File: src/rtl/centered_line_rasterizer_defines.svh
// Assertion macros for the centered line rasteriser.
// Included by the top level; no other dependencies.
`ifndef CENTERED_LINE_RASTERIZER_DEFINES_SVH
`define CENTERED_LINE_RASTERIZER_DEFINES_SVH

// Same-cycle implication, disabled during reset.
`define CLR_ASSERT_IMPL(lbl, clk, rst_n, ante, cons) \
  lbl: assert property (@(posedge clk) disable iff (!(rst_n)) (ante) |-> (cons)) \
    else $error("clr: assertion failed");

// Next-cycle implication, disabled during reset.
`define CLR_ASSERT_NEXT(lbl, clk, rst_n, ante, cons) \
  lbl: assert property (@(posedge clk) disable iff (!(rst_n)) (ante) |=> (cons)) \
    else $error("clr: assertion failed");

`endif

File: src/rtl/clr_pkg.sv
// Shared constants, types and codes for the centered line rasteriser.
// No dependencies; used by every module of the block.
`default_nettype none

package clr_pkg;

  localparam int COORD_BITS = 12;
  localparam int CFG_BITS   = 13;
  localparam int COLOR_BITS = 24;
  localparam int ADDR_BITS  = 24;
  localparam int SCR_BITS   = 13;
  localparam int ERR_BITS   = COORD_BITS + 2;
  // screen coordinate before truncation
  localparam int XW         = ((COORD_BITS > CFG_BITS) ? COORD_BITS : CFG_BITS) + 1;

  localparam int QDEPTH     = 2;
  localparam int QPTR_BITS  = (QDEPTH > 1) ? $clog2(QDEPTH) : 1;
  localparam int QCNT_BITS  = $clog2(QDEPTH + 1);

  localparam int IN_DATA_BITS  = ((4 * COORD_BITS + COLOR_BITS + 7) / 8) * 8;
  localparam int OUT_FLD_BITS  = 2 * SCR_BITS + ADDR_BITS + COLOR_BITS;
  localparam int OUT_DATA_BITS = ((OUT_FLD_BITS + 7) / 8) * 8;

  localparam int PADDR_BITS = 3;
  localparam int PDATA_BITS = 32;

  localparam logic [CFG_BITS-1:0] WIDTH_RST  = CFG_BITS'(640);
  localparam logic [CFG_BITS-1:0] HEIGHT_RST = CFG_BITS'(480);

  typedef enum logic {
    OP_LOAD    = 1'b0,
    OP_ADVANCE = 1'b1
  } op_e;

  typedef enum logic {
    REG_WIDTH  = 1'b0,
    REG_HEIGHT = 1'b1
  } reg_idx_e;

  typedef struct packed {
    logic signed [COORD_BITS-1:0] x;
    logic signed [COORD_BITS-1:0] y;
    logic [COLOR_BITS-1:0]        color;
    logic                         last;
  } pix_t;

  typedef struct packed {
    logic [SCR_BITS-1:0]   scr_x;
    logic [SCR_BITS-1:0]   scr_y;
    logic [ADDR_BITS-1:0]  addr;
    logic [COLOR_BITS-1:0] color;
    logic                  off;
    logic                  last;
  } out_t;

  typedef struct packed {
    logic [QCNT_BITS-1:0] count;
    logic                 full;
  } q_stat_t;

endpackage

`default_nettype wire

File: src/rtl/clr_front.sv
// Front end: takes load/advance requests and runs the Bresenham stepper.
// Depends on clr_pkg.
`default_nettype none

module clr_front (
  input  wire logic                                 clk_i,
  input  wire logic                                 rst_ni,
  input  wire logic                                 acc_i,
  input  wire clr_pkg::op_e                         op_i,
  input  wire logic signed [clr_pkg::COORD_BITS-1:0] start_x_i,
  input  wire logic signed [clr_pkg::COORD_BITS-1:0] start_y_i,
  input  wire logic signed [clr_pkg::COORD_BITS-1:0] end_x_i,
  input  wire logic signed [clr_pkg::COORD_BITS-1:0] end_y_i,
  input  wire logic [clr_pkg::COLOR_BITS-1:0]       color_i,
  output logic                                      push_o,
  output clr_pkg::pix_t                             pix_o
);

  localparam int CB = clr_pkg::COORD_BITS;
  localparam int EB = clr_pkg::ERR_BITS;

  logic signed [CB-1:0] cur_x_q, cur_y_q, tgt_x_q, tgt_y_q;
  logic [CB-1:0] dx_q, dy_q;
  logic [1:0] dirs_q;
  logic signed [EB-1:0] err_q;
  logic [clr_pkg::COLOR_BITS-1:0] color_q;
  logic active_q;

  // load path
  logic signed [CB:0] ld_dfx, ld_dfy, ld_nfx, ld_nfy;
  logic [CB-1:0] ld_dx, ld_dy;
  logic [1:0] ld_dirs;
  logic signed [EB-1:0] ld_err;
  logic ld_last;

  // advance path
  logic signed [EB:0] twice, neg_dy, pos_dx;
  logic step_x, step_y;
  logic signed [EB-1:0] adv_err;
  logic signed [CB-1:0] adv_x, adv_y;
  logic adv_last;

  always_comb begin
    ld_dfx  = $signed({end_x_i[CB-1], end_x_i}) - $signed({start_x_i[CB-1], start_x_i});
    ld_dfy  = $signed({end_y_i[CB-1], end_y_i}) - $signed({start_y_i[CB-1], start_y_i});
    ld_nfx  = -ld_dfx;
    ld_nfy  = -ld_dfy;
    ld_dx   = ld_dfx[CB] ? ld_nfx[CB-1:0] : ld_dfx[CB-1:0];
    ld_dy   = ld_dfy[CB] ? ld_nfy[CB-1:0] : ld_dfy[CB-1:0];
    ld_dirs = {!(start_y_i < end_y_i), !(start_x_i < end_x_i)};
    ld_err  = $signed({2'b00, ld_dx}) - $signed({2'b00, ld_dy});
    ld_last = (start_x_i == end_x_i) && (start_y_i == end_y_i);
  end

  always_comb begin
    twice   = {err_q, 1'b0};
    neg_dy  = -$signed({3'b000, dy_q});
    pos_dx  = $signed({3'b000, dx_q});
    step_x  = twice > neg_dy;
    step_y  = twice < pos_dx;
    adv_err = err_q - (step_x ? $signed({2'b00, dy_q}) : '0)
                    + (step_y ? $signed({2'b00, dx_q}) : '0);
    adv_x   = cur_x_q;
    adv_y   = cur_y_q;
    if (step_x) begin
      adv_x = dirs_q[0] ? cur_x_q - CB'(1) : cur_x_q + CB'(1);
    end
    if (step_y) begin
      adv_y = dirs_q[1] ? cur_y_q - CB'(1) : cur_y_q + CB'(1);
    end
    adv_last = (adv_x == tgt_x_q) && (adv_y == tgt_y_q);
  end

  always_ff @(posedge clk_i or negedge rst_ni) begin
    if (!rst_ni) begin
      active_q <= 1'b0;
    end else if (acc_i) begin
      if (op_i == clr_pkg::OP_LOAD) begin
        active_q <= !ld_last;
      end else if (active_q) begin
        active_q <= !adv_last;
      end
    end
  end

  always_ff @(posedge clk_i) begin
    if (acc_i) begin
      if (op_i == clr_pkg::OP_LOAD) begin
        cur_x_q <= start_x_i;
        cur_y_q <= start_y_i;
        tgt_x_q <= end_x_i;
        tgt_y_q <= end_y_i;
        dx_q    <= ld_dx;
        dy_q    <= ld_dy;
        dirs_q  <= ld_dirs;
        err_q   <= ld_err;
        color_q <= color_i;
      end else if (active_q) begin
        cur_x_q <= adv_x;
        cur_y_q <= adv_y;
        err_q   <= adv_err;
      end
    end
  end

  always_comb begin
    push_o = acc_i && ((op_i == clr_pkg::OP_LOAD) || active_q);
    if (op_i == clr_pkg::OP_LOAD) begin
      pix_o = '{x: start_x_i, y: start_y_i, color: color_i, last: ld_last};
    end else begin
      pix_o = '{x: adv_x, y: adv_y, color: color_q, last: adv_last};
    end
  end

endmodule

`default_nettype wire

File: src/rtl/clr_queue.sv
// Short pixel queue between the stepper and the screen mapper.
// Depends on clr_pkg.
`default_nettype none

module clr_queue (
  input  wire logic           clk_i,
  input  wire logic           rst_ni,
  input  wire logic           push_i,
  input  wire clr_pkg::pix_t  data_i,
  input  wire logic           pop_i,
  output clr_pkg::pix_t       data_o,
  output logic                valid_o,
  output clr_pkg::q_stat_t    stat_o
);

  localparam int PB = clr_pkg::QPTR_BITS;
  localparam int NB = clr_pkg::QCNT_BITS;

  clr_pkg::pix_t mem_q [clr_pkg::QDEPTH];
  logic [PB-1:0] wr_ptr_q, wr_ptr_d, rd_ptr_q, rd_ptr_d;
  logic [NB-1:0] cnt_q, cnt_d;
  logic do_push, do_pop;

  assign valid_o = cnt_q != '0;
  assign do_pop  = pop_i && valid_o;
  assign do_push = push_i && (cnt_q != NB'(clr_pkg::QDEPTH));
  assign data_o  = mem_q[rd_ptr_q];
  assign stat_o  = '{count: cnt_q, full: cnt_q == NB'(clr_pkg::QDEPTH)};

  always_comb begin
    wr_ptr_d = wr_ptr_q;
    rd_ptr_d = rd_ptr_q;
    cnt_d    = cnt_q;
    if (do_push) begin
      wr_ptr_d = (wr_ptr_q == PB'(clr_pkg::QDEPTH - 1)) ? '0 : wr_ptr_q + PB'(1);
    end
    if (do_pop) begin
      rd_ptr_d = (rd_ptr_q == PB'(clr_pkg::QDEPTH - 1)) ? '0 : rd_ptr_q + PB'(1);
    end
    if (do_push && !do_pop) begin
      cnt_d = cnt_q + NB'(1);
    end else if (do_pop && !do_push) begin
      cnt_d = cnt_q - NB'(1);
    end
  end

  always_ff @(posedge clk_i or negedge rst_ni) begin
    if (!rst_ni) begin
      wr_ptr_q <= '0;
      rd_ptr_q <= '0;
      cnt_q    <= '0;
    end else begin
      wr_ptr_q <= wr_ptr_d;
      rd_ptr_q <= rd_ptr_d;
      cnt_q    <= cnt_d;
    end
  end

  always_ff @(posedge clk_i) begin
    if (do_push) begin
      mem_q[wr_ptr_q] <= data_i;
    end
  end

endmodule

`default_nettype wire

File: src/rtl/clr_back.sv
// Back end: maps centred pixels to screen space, bounds check, address.
// Two registered stages; depends on clr_pkg.
`default_nettype none

module clr_back (
  input  wire logic                             clk_i,
  input  wire logic                             rst_ni,
  input  wire logic                             q_valid_i,
  input  wire clr_pkg::pix_t                    q_data_i,
  output logic                                  pop_o,
  input  wire logic [clr_pkg::CFG_BITS-1:0]     width_i,
  input  wire logic [clr_pkg::CFG_BITS-1:0]     height_i,
  input  wire logic                             out_ready_i,
  output logic                                  out_valid_o,
  output clr_pkg::out_t                         out_o
);

  localparam int CB = clr_pkg::COORD_BITS;
  localparam int WB = clr_pkg::CFG_BITS;
  localparam int XW = clr_pkg::XW;

  logic v1_q, v2_q;
  logic s1_ready, s2_ready;

  logic signed [XW-1:0] sx1_q, sy1_q;
  logic off1_q, last1_q;
  logic [clr_pkg::COLOR_BITS-1:0] color1_q;
  clr_pkg::out_t out_q;

  logic signed [XW-1:0] half_w, half_h, cx, cy, sx_c, sy_c, w_s, h_s;
  logic off_c;
  logic [2*WB-1:0] prod, sum;

  assign s2_ready    = !v2_q || out_ready_i;
  assign s1_ready    = !v1_q || s2_ready;
  assign pop_o       = q_valid_i && s1_ready;
  assign out_valid_o = v2_q;
  assign out_o       = out_q;

  always_comb begin
    half_w = $signed({{(XW-WB+1){1'b0}}, width_i[WB-1:1]});
    half_h = $signed({{(XW-WB+1){1'b0}}, height_i[WB-1:1]});
    w_s    = $signed({{(XW-WB){1'b0}}, width_i});
    h_s    = $signed({{(XW-WB){1'b0}}, height_i});
    cx     = $signed({{(XW-CB){q_data_i.x[CB-1]}}, q_data_i.x});
    cy     = $signed({{(XW-CB){q_data_i.y[CB-1]}}, q_data_i.y});
    sx_c   = cx + half_w;
    sy_c   = half_h - cy;
    off_c  = sx_c[XW-1] || (sx_c >= w_s) || sy_c[XW-1] || (sy_c >= h_s);
  end

  // row index is below the height when on screen, so its low bits suffice
  always_comb begin
    prod = sy1_q[WB-1:0] * width_i;
    sum  = prod + {{WB{1'b0}}, sx1_q[WB-1:0]};
  end

  always_ff @(posedge clk_i or negedge rst_ni) begin
    if (!rst_ni) begin
      v1_q <= 1'b0;
      v2_q <= 1'b0;
    end else begin
      if (s1_ready) begin
        v1_q <= q_valid_i;
      end
      if (s2_ready) begin
        v2_q <= v1_q;
      end
    end
  end

  always_ff @(posedge clk_i) begin
    if (pop_o) begin
      sx1_q    <= sx_c;
      sy1_q    <= sy_c;
      off1_q   <= off_c;
      color1_q <= q_data_i.color;
      last1_q  <= q_data_i.last;
    end
    if (s2_ready && v1_q) begin
      out_q.scr_x <= sx1_q[clr_pkg::SCR_BITS-1:0];
      out_q.scr_y <= sy1_q[clr_pkg::SCR_BITS-1:0];
      out_q.addr  <= off1_q ? '0 : sum[clr_pkg::ADDR_BITS-1:0];
      out_q.color <= color1_q;
      out_q.off   <= off1_q;
      out_q.last  <= last1_q;
    end
  end

endmodule

`default_nettype wire

File: src/rtl/centered_line_rasterizer.sv
// Channel   Dir  Payload
// s_axis    in   tuser operation; tdata start_x, start_y, end_x, end_y, color
// m_axis    out  tuser off_screen; tlast last_pixel; tdata screen_x/y, address, colour
// apb       in   screen_width at 0x0, screen_height at 0x4
//
// One request per cycle while the queue has room; the stepper state is registered.
// A pixel passes through the queue, the map stage and the address stage to m_axis.
// The two-entry queue lets input keep flowing while m_axis is stalled, until it fills.
// Reset clears the line and queue; registers return to 640 x 480.
// Top level of the centred line rasteriser; depends on clr_pkg, clr_front,
// clr_queue, clr_back and centered_line_rasterizer_defines.svh.
`default_nettype none
`include "centered_line_rasterizer_defines.svh"

module centered_line_rasterizer (
  input  wire logic                                clk_i,
  input  wire logic                                rst_ni,
  input  wire logic                                s_axis_tvalid,
  output logic                                     s_axis_tready,
  // start_x, start_y, end_x, end_y, color (lowest first)
  input  wire logic [clr_pkg::IN_DATA_BITS-1:0]    s_axis_tdata,
  // operation
  input  wire logic                                s_axis_tuser,
  output logic                                     m_axis_tvalid,
  input  wire logic                                m_axis_tready,
  // screen_x, screen_y, pixel_address, pixel_color, zero pad (lowest first)
  output logic [clr_pkg::OUT_DATA_BITS-1:0]        m_axis_tdata,
  // off_screen
  output logic                                     m_axis_tuser,
  output logic                                     m_axis_tlast,
  input  wire logic                                psel,
  input  wire logic                                penable,
  input  wire logic                                pwrite,
  input  wire logic [clr_pkg::PADDR_BITS-1:0]      paddr,
  input  wire logic [clr_pkg::PDATA_BITS-1:0]      pwdata,
  output logic [clr_pkg::PDATA_BITS-1:0]           prdata,
  output logic                                     pready
);

  localparam int CB = clr_pkg::COORD_BITS;
  localparam int WB = clr_pkg::CFG_BITS;
  localparam int CL = clr_pkg::COLOR_BITS;

  logic [WB-1:0] width_q, height_q;
  clr_pkg::reg_idx_e reg_idx;
  logic cfg_wr;

  logic acc;
  logic push, pop, q_valid;
  clr_pkg::pix_t push_pix, q_pix;
  clr_pkg::q_stat_t q_stat;
  clr_pkg::out_t out_s;

  // configuration
  assign pready  = 1'b1;
  assign reg_idx = clr_pkg::reg_idx_e'(paddr[2]);
  assign cfg_wr  = psel && penable && pwrite && pready;

  always_comb begin
    unique case (reg_idx)
      clr_pkg::REG_WIDTH:  prdata = {{(clr_pkg::PDATA_BITS-WB){1'b0}}, width_q};
      clr_pkg::REG_HEIGHT: prdata = {{(clr_pkg::PDATA_BITS-WB){1'b0}}, height_q};
      default:             prdata = '0;
    endcase
  end

  always_ff @(posedge clk_i or negedge rst_ni) begin
    if (!rst_ni) begin
      width_q  <= clr_pkg::WIDTH_RST;
      height_q <= clr_pkg::HEIGHT_RST;
    end else if (cfg_wr) begin
      if (reg_idx == clr_pkg::REG_WIDTH) begin
        width_q <= pwdata[WB-1:0];
      end else begin
        height_q <= pwdata[WB-1:0];
      end
    end
  end

  assign s_axis_tready = !q_stat.full;
  assign acc           = s_axis_tvalid && s_axis_tready;

  clr_front u_front (
    .clk_i     (clk_i),
    .rst_ni    (rst_ni),
    .acc_i     (acc),
    .op_i      (clr_pkg::op_e'(s_axis_tuser)),
    .start_x_i ($signed(s_axis_tdata[CB-1:0])),
    .start_y_i ($signed(s_axis_tdata[2*CB-1:CB])),
    .end_x_i   ($signed(s_axis_tdata[3*CB-1:2*CB])),
    .end_y_i   ($signed(s_axis_tdata[4*CB-1:3*CB])),
    .color_i   (s_axis_tdata[4*CB+CL-1:4*CB]),
    .push_o    (push),
    .pix_o     (push_pix)
  );

  clr_queue u_queue (
    .clk_i   (clk_i),
    .rst_ni  (rst_ni),
    .push_i  (push),
    .data_i  (push_pix),
    .pop_i   (pop),
    .data_o  (q_pix),
    .valid_o (q_valid),
    .stat_o  (q_stat)
  );

  clr_back u_back (
    .clk_i       (clk_i),
    .rst_ni      (rst_ni),
    .q_valid_i   (q_valid),
    .q_data_i    (q_pix),
    .pop_o       (pop),
    .width_i     (width_q),
    .height_i    (height_q),
    .out_ready_i (m_axis_tready),
    .out_valid_o (m_axis_tvalid),
    .out_o       (out_s)
  );

  assign m_axis_tdata = {{(clr_pkg::OUT_DATA_BITS-clr_pkg::OUT_FLD_BITS){1'b0}},
                         out_s.color, out_s.addr, out_s.scr_y, out_s.scr_x};
  assign m_axis_tuser = out_s.off;
  assign m_axis_tlast = out_s.last;

  `CLR_ASSERT_IMPL(a_off_addr_zero, clk_i, rst_ni, m_axis_tvalid && m_axis_tuser, out_s.addr == '0)
  `CLR_ASSERT_IMPL(a_q_bound, clk_i, rst_ni, 1'b1, q_stat.count <= clr_pkg::QCNT_BITS'(clr_pkg::QDEPTH))
  `CLR_ASSERT_NEXT(a_full_holds, clk_i, rst_ni, q_stat.full && !pop, q_stat.full)

endmodule

`default_nettype wire

File: config.mk
export PLATFORM = sky130hd
export DESIGN_NAME = centered_line_rasterizer
export DESIGN_NICKNAME = d
export VERILOG_FILES = /design/src/rtl/clr_pkg.sv /design/src/rtl/clr_front.sv /design/src/rtl/clr_queue.sv /design/src/rtl/clr_back.sv /design/src/rtl/centered_line_rasterizer.sv
export VERILOG_INCLUDE_DIRS = /design/src /design/src/rtl
export SDC_FILE = /design/constraint.sdc
export NUM_CORES = 1
export LEC_CHECK = 0
export ABC_AREA = 1
export BUFFER_PORTS_ARGS = -buffer_cell sky130_fd_sc_hd__buf_2
export CAP_MARGIN = 20
export CORE_MARGIN = 2
export CORE_UTILIZATION = 48
export CTS_BUF_LIST = sky130_fd_sc_hd__clkbuf_16
export DETAILED_ROUTE_END_ITERATION = 12
export PLACE_DENSITY_LB_ADDON = 0.15
export SLEW_MARGIN = 25
export SYNTH_ARGS = -nofsm -noshare
export SYNTH_HDL_FRONTEND = slang
export SYNTH_SLANG_ARGS = --single-unit
File: constraint.sdc
create_clock -name clk_i -period 8.2 [get_ports clk_i]
set_input_delay 2.46 -clock clk_i [delete_from_list [all_inputs] [get_ports clk_i]]
set_output_delay 2.46 -clock clk_i [all_outputs]
set_load 0.02 [all_outputs]
==> results of run 1 <==
how the worst max path moves through the flow:
stage	start	endpoint	slack (ns)	depth (start not counted)
after global placement	s_axis_tdata[3]	u_front.err_q[13]	0.70	31
after global routing	s_axis_tdata[3]	u_front.err_q[13]	0.59	31
after floorplan	m_axis_tready	u_back.out_o[0]	1.48	2
after CTS	s_axis_tdata[3]	u_front.err_q[13]	1.33	31
after detailed placement	s_axis_tdata[3]	u_front.err_q[13]	0.68	31
final	s_axis_tdata[3]	u_front.err_q[13]	1.26	31
worst max-delay path, delay by kind of cell:
| family | cells | cell delay (ns) |
|---|---|---|
| AOI/OAI and AO/OA | 12 | 1.97 |
| and+or+nand+nor | 11 | 1.01 |
| adders and majority gates | 2 | 0.80 |
| xor gates and xnor gates | 1 | 0.70 |
| buffers and inverters | 5 | 0.37 |
stage by stage:
| stage | instance area [um^2] | hold slack [ns] | util [%] | std cells | setup slack (ns) |
|---|---|---|---|---|---|
| after floorplan | 27100 | 0.400 | - | 3044 | 1.48 |
| after global placement | 28700 | 0.403 | 51.8 | 3906 | 0.703 |
| after detailed placement | 28700 | 0.405 | 51.8 | 3906 | 0.677 |
| after CTS | 30100 | 0.419 | 54.4 | 3989 | 1.33 |
| after global routing | 30200 | 0.427 | 54.4 | 3990 | 0.587 |
| final | 30200 | 0.418 | 54.4 | 3990 | 1.26 |
logic make-up (layout without fill, tap and decap cells):
family          count (synthesis)  in the layout  share of synthesized area (%)
fa+ha+maj                     381            381                           21.8
simple gates                 1121           1121                           17.0
mux                            12             12                          0.444
other cells                     2             27                         0.0278
compound gates                344            344                           6.95
buf+inv                       691            888                           10.0
xor+xnor                       98             98                           3.18
flops                         371            371                           40.6
area by class of cell:
type	count	area (um^2)
fillers	5026	25300
multi-input cells	1982	13500
flip-flops and latches	371	11000
inverters	600	2250
clock buffers	45	1130
repair buffers	205	1080
well taps	748	936
clock inverters	38	315
diodes	1	2.50
synth_stat cells, drive strengths merged (25+ instances only):
library cell | instances | area share (%)
dfrtp | 27 | 2.5
nand4 | 29 | 0.67
ha | 233 | 11
a21oi | 145 | 2.7
clkbuf | 56 | 0.78
xor2 | 74 | 2.4
o21ai | 143 | 2.7
nand2 | 813 | 11
fa | 148 | 11
buf | 35 | 0.92
nand3 | 97 | 1.9
nor3 | 25 | 0.46
inv | 600 | 8.3
edfxtp | 338 | 38
nor2 | 121 | 1.7
registers in the layout, indices dropped and copies added (netlist names), 2 cells and up:
register	cells
u_back.sx1_q	13
u_front.tgt_y_q	12
height_q	13
u_front.dy_q	12
u_front.cur_y_q	12
u_front.cur_x_q	12
u_back.sy1_q	13
u_front.tgt_x_q	12
u_queue.mem_q	98
u_front.dirs_q	2
u_front.color_q	24
u_front.err_q	14
u_back.out_o	76
width_q	13
u_back.color1_q	24
u_queue.cnt_q	2
u_front.dx_q	12
routing by layer:
layer	vias to the layer above	GRT usage, %	wire (um)
met2	548	43.1	34500
li1	9999	-	-
met1	9716	30.1	29100
met5	-	0	0
met3	132	3.20	3190
met4	0	8.90	2630
==> metrics.md, run 1 <==
| Metric | Value |
|---|---|
| Kind of critical path | in -> reg |
| Total Neg Setup Slack | 0 ns |
| Vias | between 20000 and 25000 |
| Hold Vio Cnt, Final | 0 |
| Max Cap Viol | 0 |
| Largest net degree at the start of global routing | 77 |
| Crit. End Element | flop |
| Drt drc | 0 |
| Root buf cell | clkbuf_16 |
| CTS Sinks | 371 |
| DRT Wirelength | about 69000 um |
| Fin crit period | about 7 ns |
| DR iter-0 viols | 1213 |
| Mean Syn Cell Area | 8.95 um^2 |
| R2r endpoint | u_back.out_o[49] |
| R2r worst-path depth | 26 |
| # Post-CTS Setup Buffers | 0 |
| Register-to-register setup slack | 1.53 ns |
| RSZ-0062 raised after global routing | no |
| Hold Path Origin | u_back.color1_q[6] |
| Critical-path top delay cell | xor2_1 |
| Layout cells sized above 1 | under 10% |
| Port-buffer cells | roughly 180 |
| Required @ worst endpoint | between 8 and 9 ns |
| Post-CTS Resized | 0 |
| Die Span Y | roughly 240 um |
| Rows | between 80 and 90 |
| Hold EP | u_back.out_o[8] |
| Post-synthesis sequential area ratio | between 40% and 50% |
| Worst-Margin Slew | just under 1 ns |
| Die X | 241 um |
| Most common cell after layout, fill and taps aside | nand2_1 |
| Final Cycle Share | 84.7% |
| Clock skew | 0.0455 ns |
| Worst hold stages | 0 |
| Post-synthesis register bit count | roughly 370 |
| Initial Utilization | between 40% and 50% |
| Total GRT Usage | around a quarter |
| H-tree Lvls | 2 |
| Most frequent cells in the layout | nand2_1, inv_1, edfxtp_1, ha_1, buf_2 |
| Clock Tree Buf Depth | 3 |
| Max Fclk | between 0.1 and 0.15 GHz |
| Gpl congestion | ~0.92 |
| Max transition margin | between 30% and 40% |
| Fin. max-slew vios | 0 |
| Yosys warnings | 0 |
| # IOs | roughly 230 |
| Worst skew pair latency | around 0.6 ns |
| Slowest stage delay, CP | about 0.7 ns |
| CTS tree | yes |
| Core Box Area | between 0.05 and 0.06 mm^2 |
| CP Max Fanout | 12 |
| Async S/R FF share, synth | under 10% |
| WL/cell | around 17 um |
| RR Startpoint | width_q[2] |
| Critical Path AT | 7.30 ns |
| CP startpoint kind | input pin |
| First-pass DRT Iterations | 7 |
| Setup Viol. Count Final | 0 |
| Antenna Violating Nets Remaining | 0 |
| DR vias/cell | 5.11 |
| Synth Flop Type | edfxtp_1 |
| Syn-to-layout area delta | 11.6% |
| DIE AREA | around 0.058 mm^2 |
| Fin nets | about 3700 |
| Cell variety after synth | between 50 and 60 |
| Antenna violations before repair | 1 |
| Min-Delay Path Class | reg -> reg |
| Post-CTS Hold Buffers | 0 |
| Synthesized cell area | ~0.027 mm^2 |
| CTS buffer count | between 40 and 50 |
| DP Wirelength | 53900 um |
| Crit path top cell by count | nand2_1 |
| Number of flops mapped to enable cells by yosys | roughly 340 |
| First-pass GRT wire length | roughly 110000 um |
| Vias in the first global route | between 20000 and 25000 |
| Outcome | complete, no violations |
| Post-Syn Instances | approximately 3000 |
| Clock-pin slew on the worst setup and hold paths | 0.06 ns |
| Global route overflow | 0 |
Power of run 1 is not shown: default switching activity piles up to over one toggle a cycle in this logic, so the estimate is an artifact.
==> inputs of run 2 (changes only) <==
ABC_AREA = 0   (was 1)
clock period = 6.49 ns   (was 8.2 ns; I/O delays follow)
==> run 2 against run 1 <==
Via count decreased by 12%. Cell count decreased by 16%. Design area about the same. Wire length decreased by 10%. Worst hold slack got worse by 0.00080 ns. Synthesized area decreased by 2.3%. Critical path type is now reg -> reg.
==> metrics.md, run 2 <==
| Metric | Value |
|---|---|
| CP Max Fanout | 5 |
| Biggest register | u_queue.mem_q |
| Layout cells sized above 1 | 18.1% |
| Fin nets | 3135 |
| CTS Sinks | about 370 |
| Min-Delay Path Class | reg -> reg |
| Synthesized cell area | around 0.026 mm^2 |
| Vias | between 15000 and 20000 |
| Final Cycle Share | between 90% and 100% |
| Post-Syn Instances | 2380 |
| Fin crit period | around 6.2 ns |
| Share of Yosys cell area claimed by the top area cell type | around two fifths |
| PnR worst setup slack | approximately 0.27 ns |
| Die X | about 240 um |
| Max Cap Viol | 0 |
| Clock Tree Buf Depth | 3 |
| Largest net degree at the start of global routing | 66 |
| Total GRT Usage | between 20% and 30% |
| Max transition margin | around 39% |
| Core Box Area | 0.0541 mm^2 |
| Required @ worst endpoint | 6.79 ns |
| First-pass GRT wire length | 98900 um |
| Global route overflow | 0 |
| Synth cell count leaders | edfxtp_1, inv_1, ha_1 |
| Initial Utilization | around half |
| Fin. max-slew vios | 0 |
| Syn-to-layout area delta | 14.2% |
| Area contributors post-synth | edfxtp_1, fa_1, ha_1 |
| Worst skew pair latency | ~0.58 ns |
| First-pass DRT Iterations | 6 |
| Most common cell in the synthesized netlist | edfxtp_1 |
| Post-CTS Hold Buffers | 0 |
| Worst-Margin Slew | ~0.9 ns |
| Rows | 85 |
| Max Fclk | approximately 0.16 GHz |
| CTS tree | yes |
| DIE AREA | ~0.057 mm^2 |
| DP Wirelength | ~49000 um |
| Outcome | complete, no violations |
| Synth Flop Type | edfxtp_1 |
| Async S/R FF share, synth | under 10% |
| Critical Path AT | approximately 6.5 ns |
| Clock-pin slew on the worst setup and hold paths | 0.06 ns |
| Cell variety after synth | between 70 and 80 |
| Post-synthesis register bit count | around 370 |
| Kind of critical path | reg -> reg |
| Port-buffer cells | 184 |
| Most common cell after layout, fill and taps aside | edfxtp_1 |
| # IOs | 232 |
| Antenna violations before repair | 3 |
| Largest register FFs | approximately 100 |
| Hold Vio Cnt, Final | 0 |
| Most frequent cells in the layout | edfxtp_1, inv_1, ha_1, buf_2, nand2_1 |
| Drt drc | 0 |
| Gpl congestion | ~0.93 |
| Post-synthesis sequential area ratio | just over 40% |
| Layout fillers | between 4000 and 5000 |
| Mean Syn Cell Area | ~11 um^2 |
| Die Span Y | 239 um |
| H-tree Lvls | 2 |
| Yosys warnings | 0 |
| Clock skew | between 0.02 and 0.025 ns |
| Number of flops mapped to enable cells by yosys | 338 |
| Root buf cell | clkbuf_16 |
| Leading area contributor after synthesis | edfxtp_1 |
| CTS buffer count | 42 |
| Antenna Violating Nets Remaining | 0 |
| Vias in the first global route | approximately 19000 |
| Crit. End Element | flop |
| DR vias/cell | between 5 and 6 |
| Setup Viol. Count Final | 0 |
| DR iter-0 viols | a little over 900 |
| DRT Wirelength | about 62000 um |
| CP startpoint kind | flop |
| WL/cell | 18.5 um |
| Setup Slack @ Placement | -0.709 ns |
==> run 2: stage by stage <==
step | area (um^2) | TNS [ns] | hold WS [ns] | std cells | util (%)
after CTS | 30000 | 0 | 0.419 | 3368 | 55.5
final | 30200 | 0 | 0.417 | 3370 | 55.7
after global placement | 28600 | -2.78 | 0.400 | 3290 | 52.8
after detailed placement | 28600 | -3.38 | 0.405 | 3290 | 52.8
after global routing | 30200 | -0.0407 | 0.425 | 3370 | 55.7
after floorplan | 26500 | 0 | 0.400 | 2404 | -
==> run 2: critical path, cell delays in order, from the launching register on <==
cell	delay, ns
edfxtp_1	0.50
and2_1	0.23
fa_1	0.51
inv_1	0.05
fa_1	0.48
inv_1	0.06
fa_1	0.49
fa_1	0.46
fa_1	0.51
inv_1	0.05
fa_1	0.47
inv_1	0.04
ha_1	0.36
a21o_1	0.20
a21o_1	0.19
a21o_1	0.18
a31oi_1	0.33
o31ai_2	0.17
a211o_1	0.28
a21oi_1	0.17
xor2_1	0.16
nor2_1	0.05
==> run 2: path summary, 6_finish.rpt <==
path,depth (start not counted),slack (ns),start,endpoint
setup / recovery,21,0.27,u_back.sy1_q[7],u_back.out_o[47]
max in group asynchronous,1,4.43,rst_ni,u_queue.rd_ptr_q
hold / removal,0,0.42,u_back.color1_q[12],u_back.out_o[14]
hold reg to reg,0,0.42,u_back.color1_q[12],u_back.out_o[14]
setup reg to reg,21,0.27,u_back.sy1_q[7],u_back.out_o[47]
min in group asynchronous,1,1.48,rst_ni,width_q[11]
==> run 2: routing by layer <==
metal | track usage, % | up-vias | wire (um)
li1 | - | 8637 | -
met3 | 2.66 | 98 | 2320
met5 | 0 | - | 9
met4 | 6.91 | 2 | 1700
met2 | 39.2 | 368 | 31200
met1 | 28.7 | 8770 | 27000
==> run 2: cell type report <==
class | instances | area, um^2 | area share (%)
multi-input cells | 1622 | 14000 | 46.5
flip-flops and latches | 371 | 11000 | 36.4
repair buffers | 279 | 1640 | 5.43
inverters | 323 | 1210 | 4.02
clock buffers | 44 | 1100 | 3.65
well taps | 696 | 871 | 2.89
clock inverters | 34 | 332 | 1.10
diodes | 1 | 2.50 | 0.00830
==> run 2: cells by family after synthesis <==
family | after synthesis | share of synthesized area, %
buffers and inverters | 411 | 6.22
xor gates and xnor gates | 159 | 5.43
other | 2 | 0.0284
adders and majority gates | 381 | 22.3
DFF | 371 | 41.6
and+or+nand+nor | 583 | 10.8
muxes | 114 | 4.79
AOI/OAI and AO/OA | 359 | 8.86
==> run 2: repair_timing <==
action	4_1_cts	5_1_grt
buffers inserted	0	1
setup endpoints to repair	4	8
pin swaps	0	8
gates resized for setup	4	27
endpoints found under the hold margin	0	0
Power of run 2 is left out for the same reason.
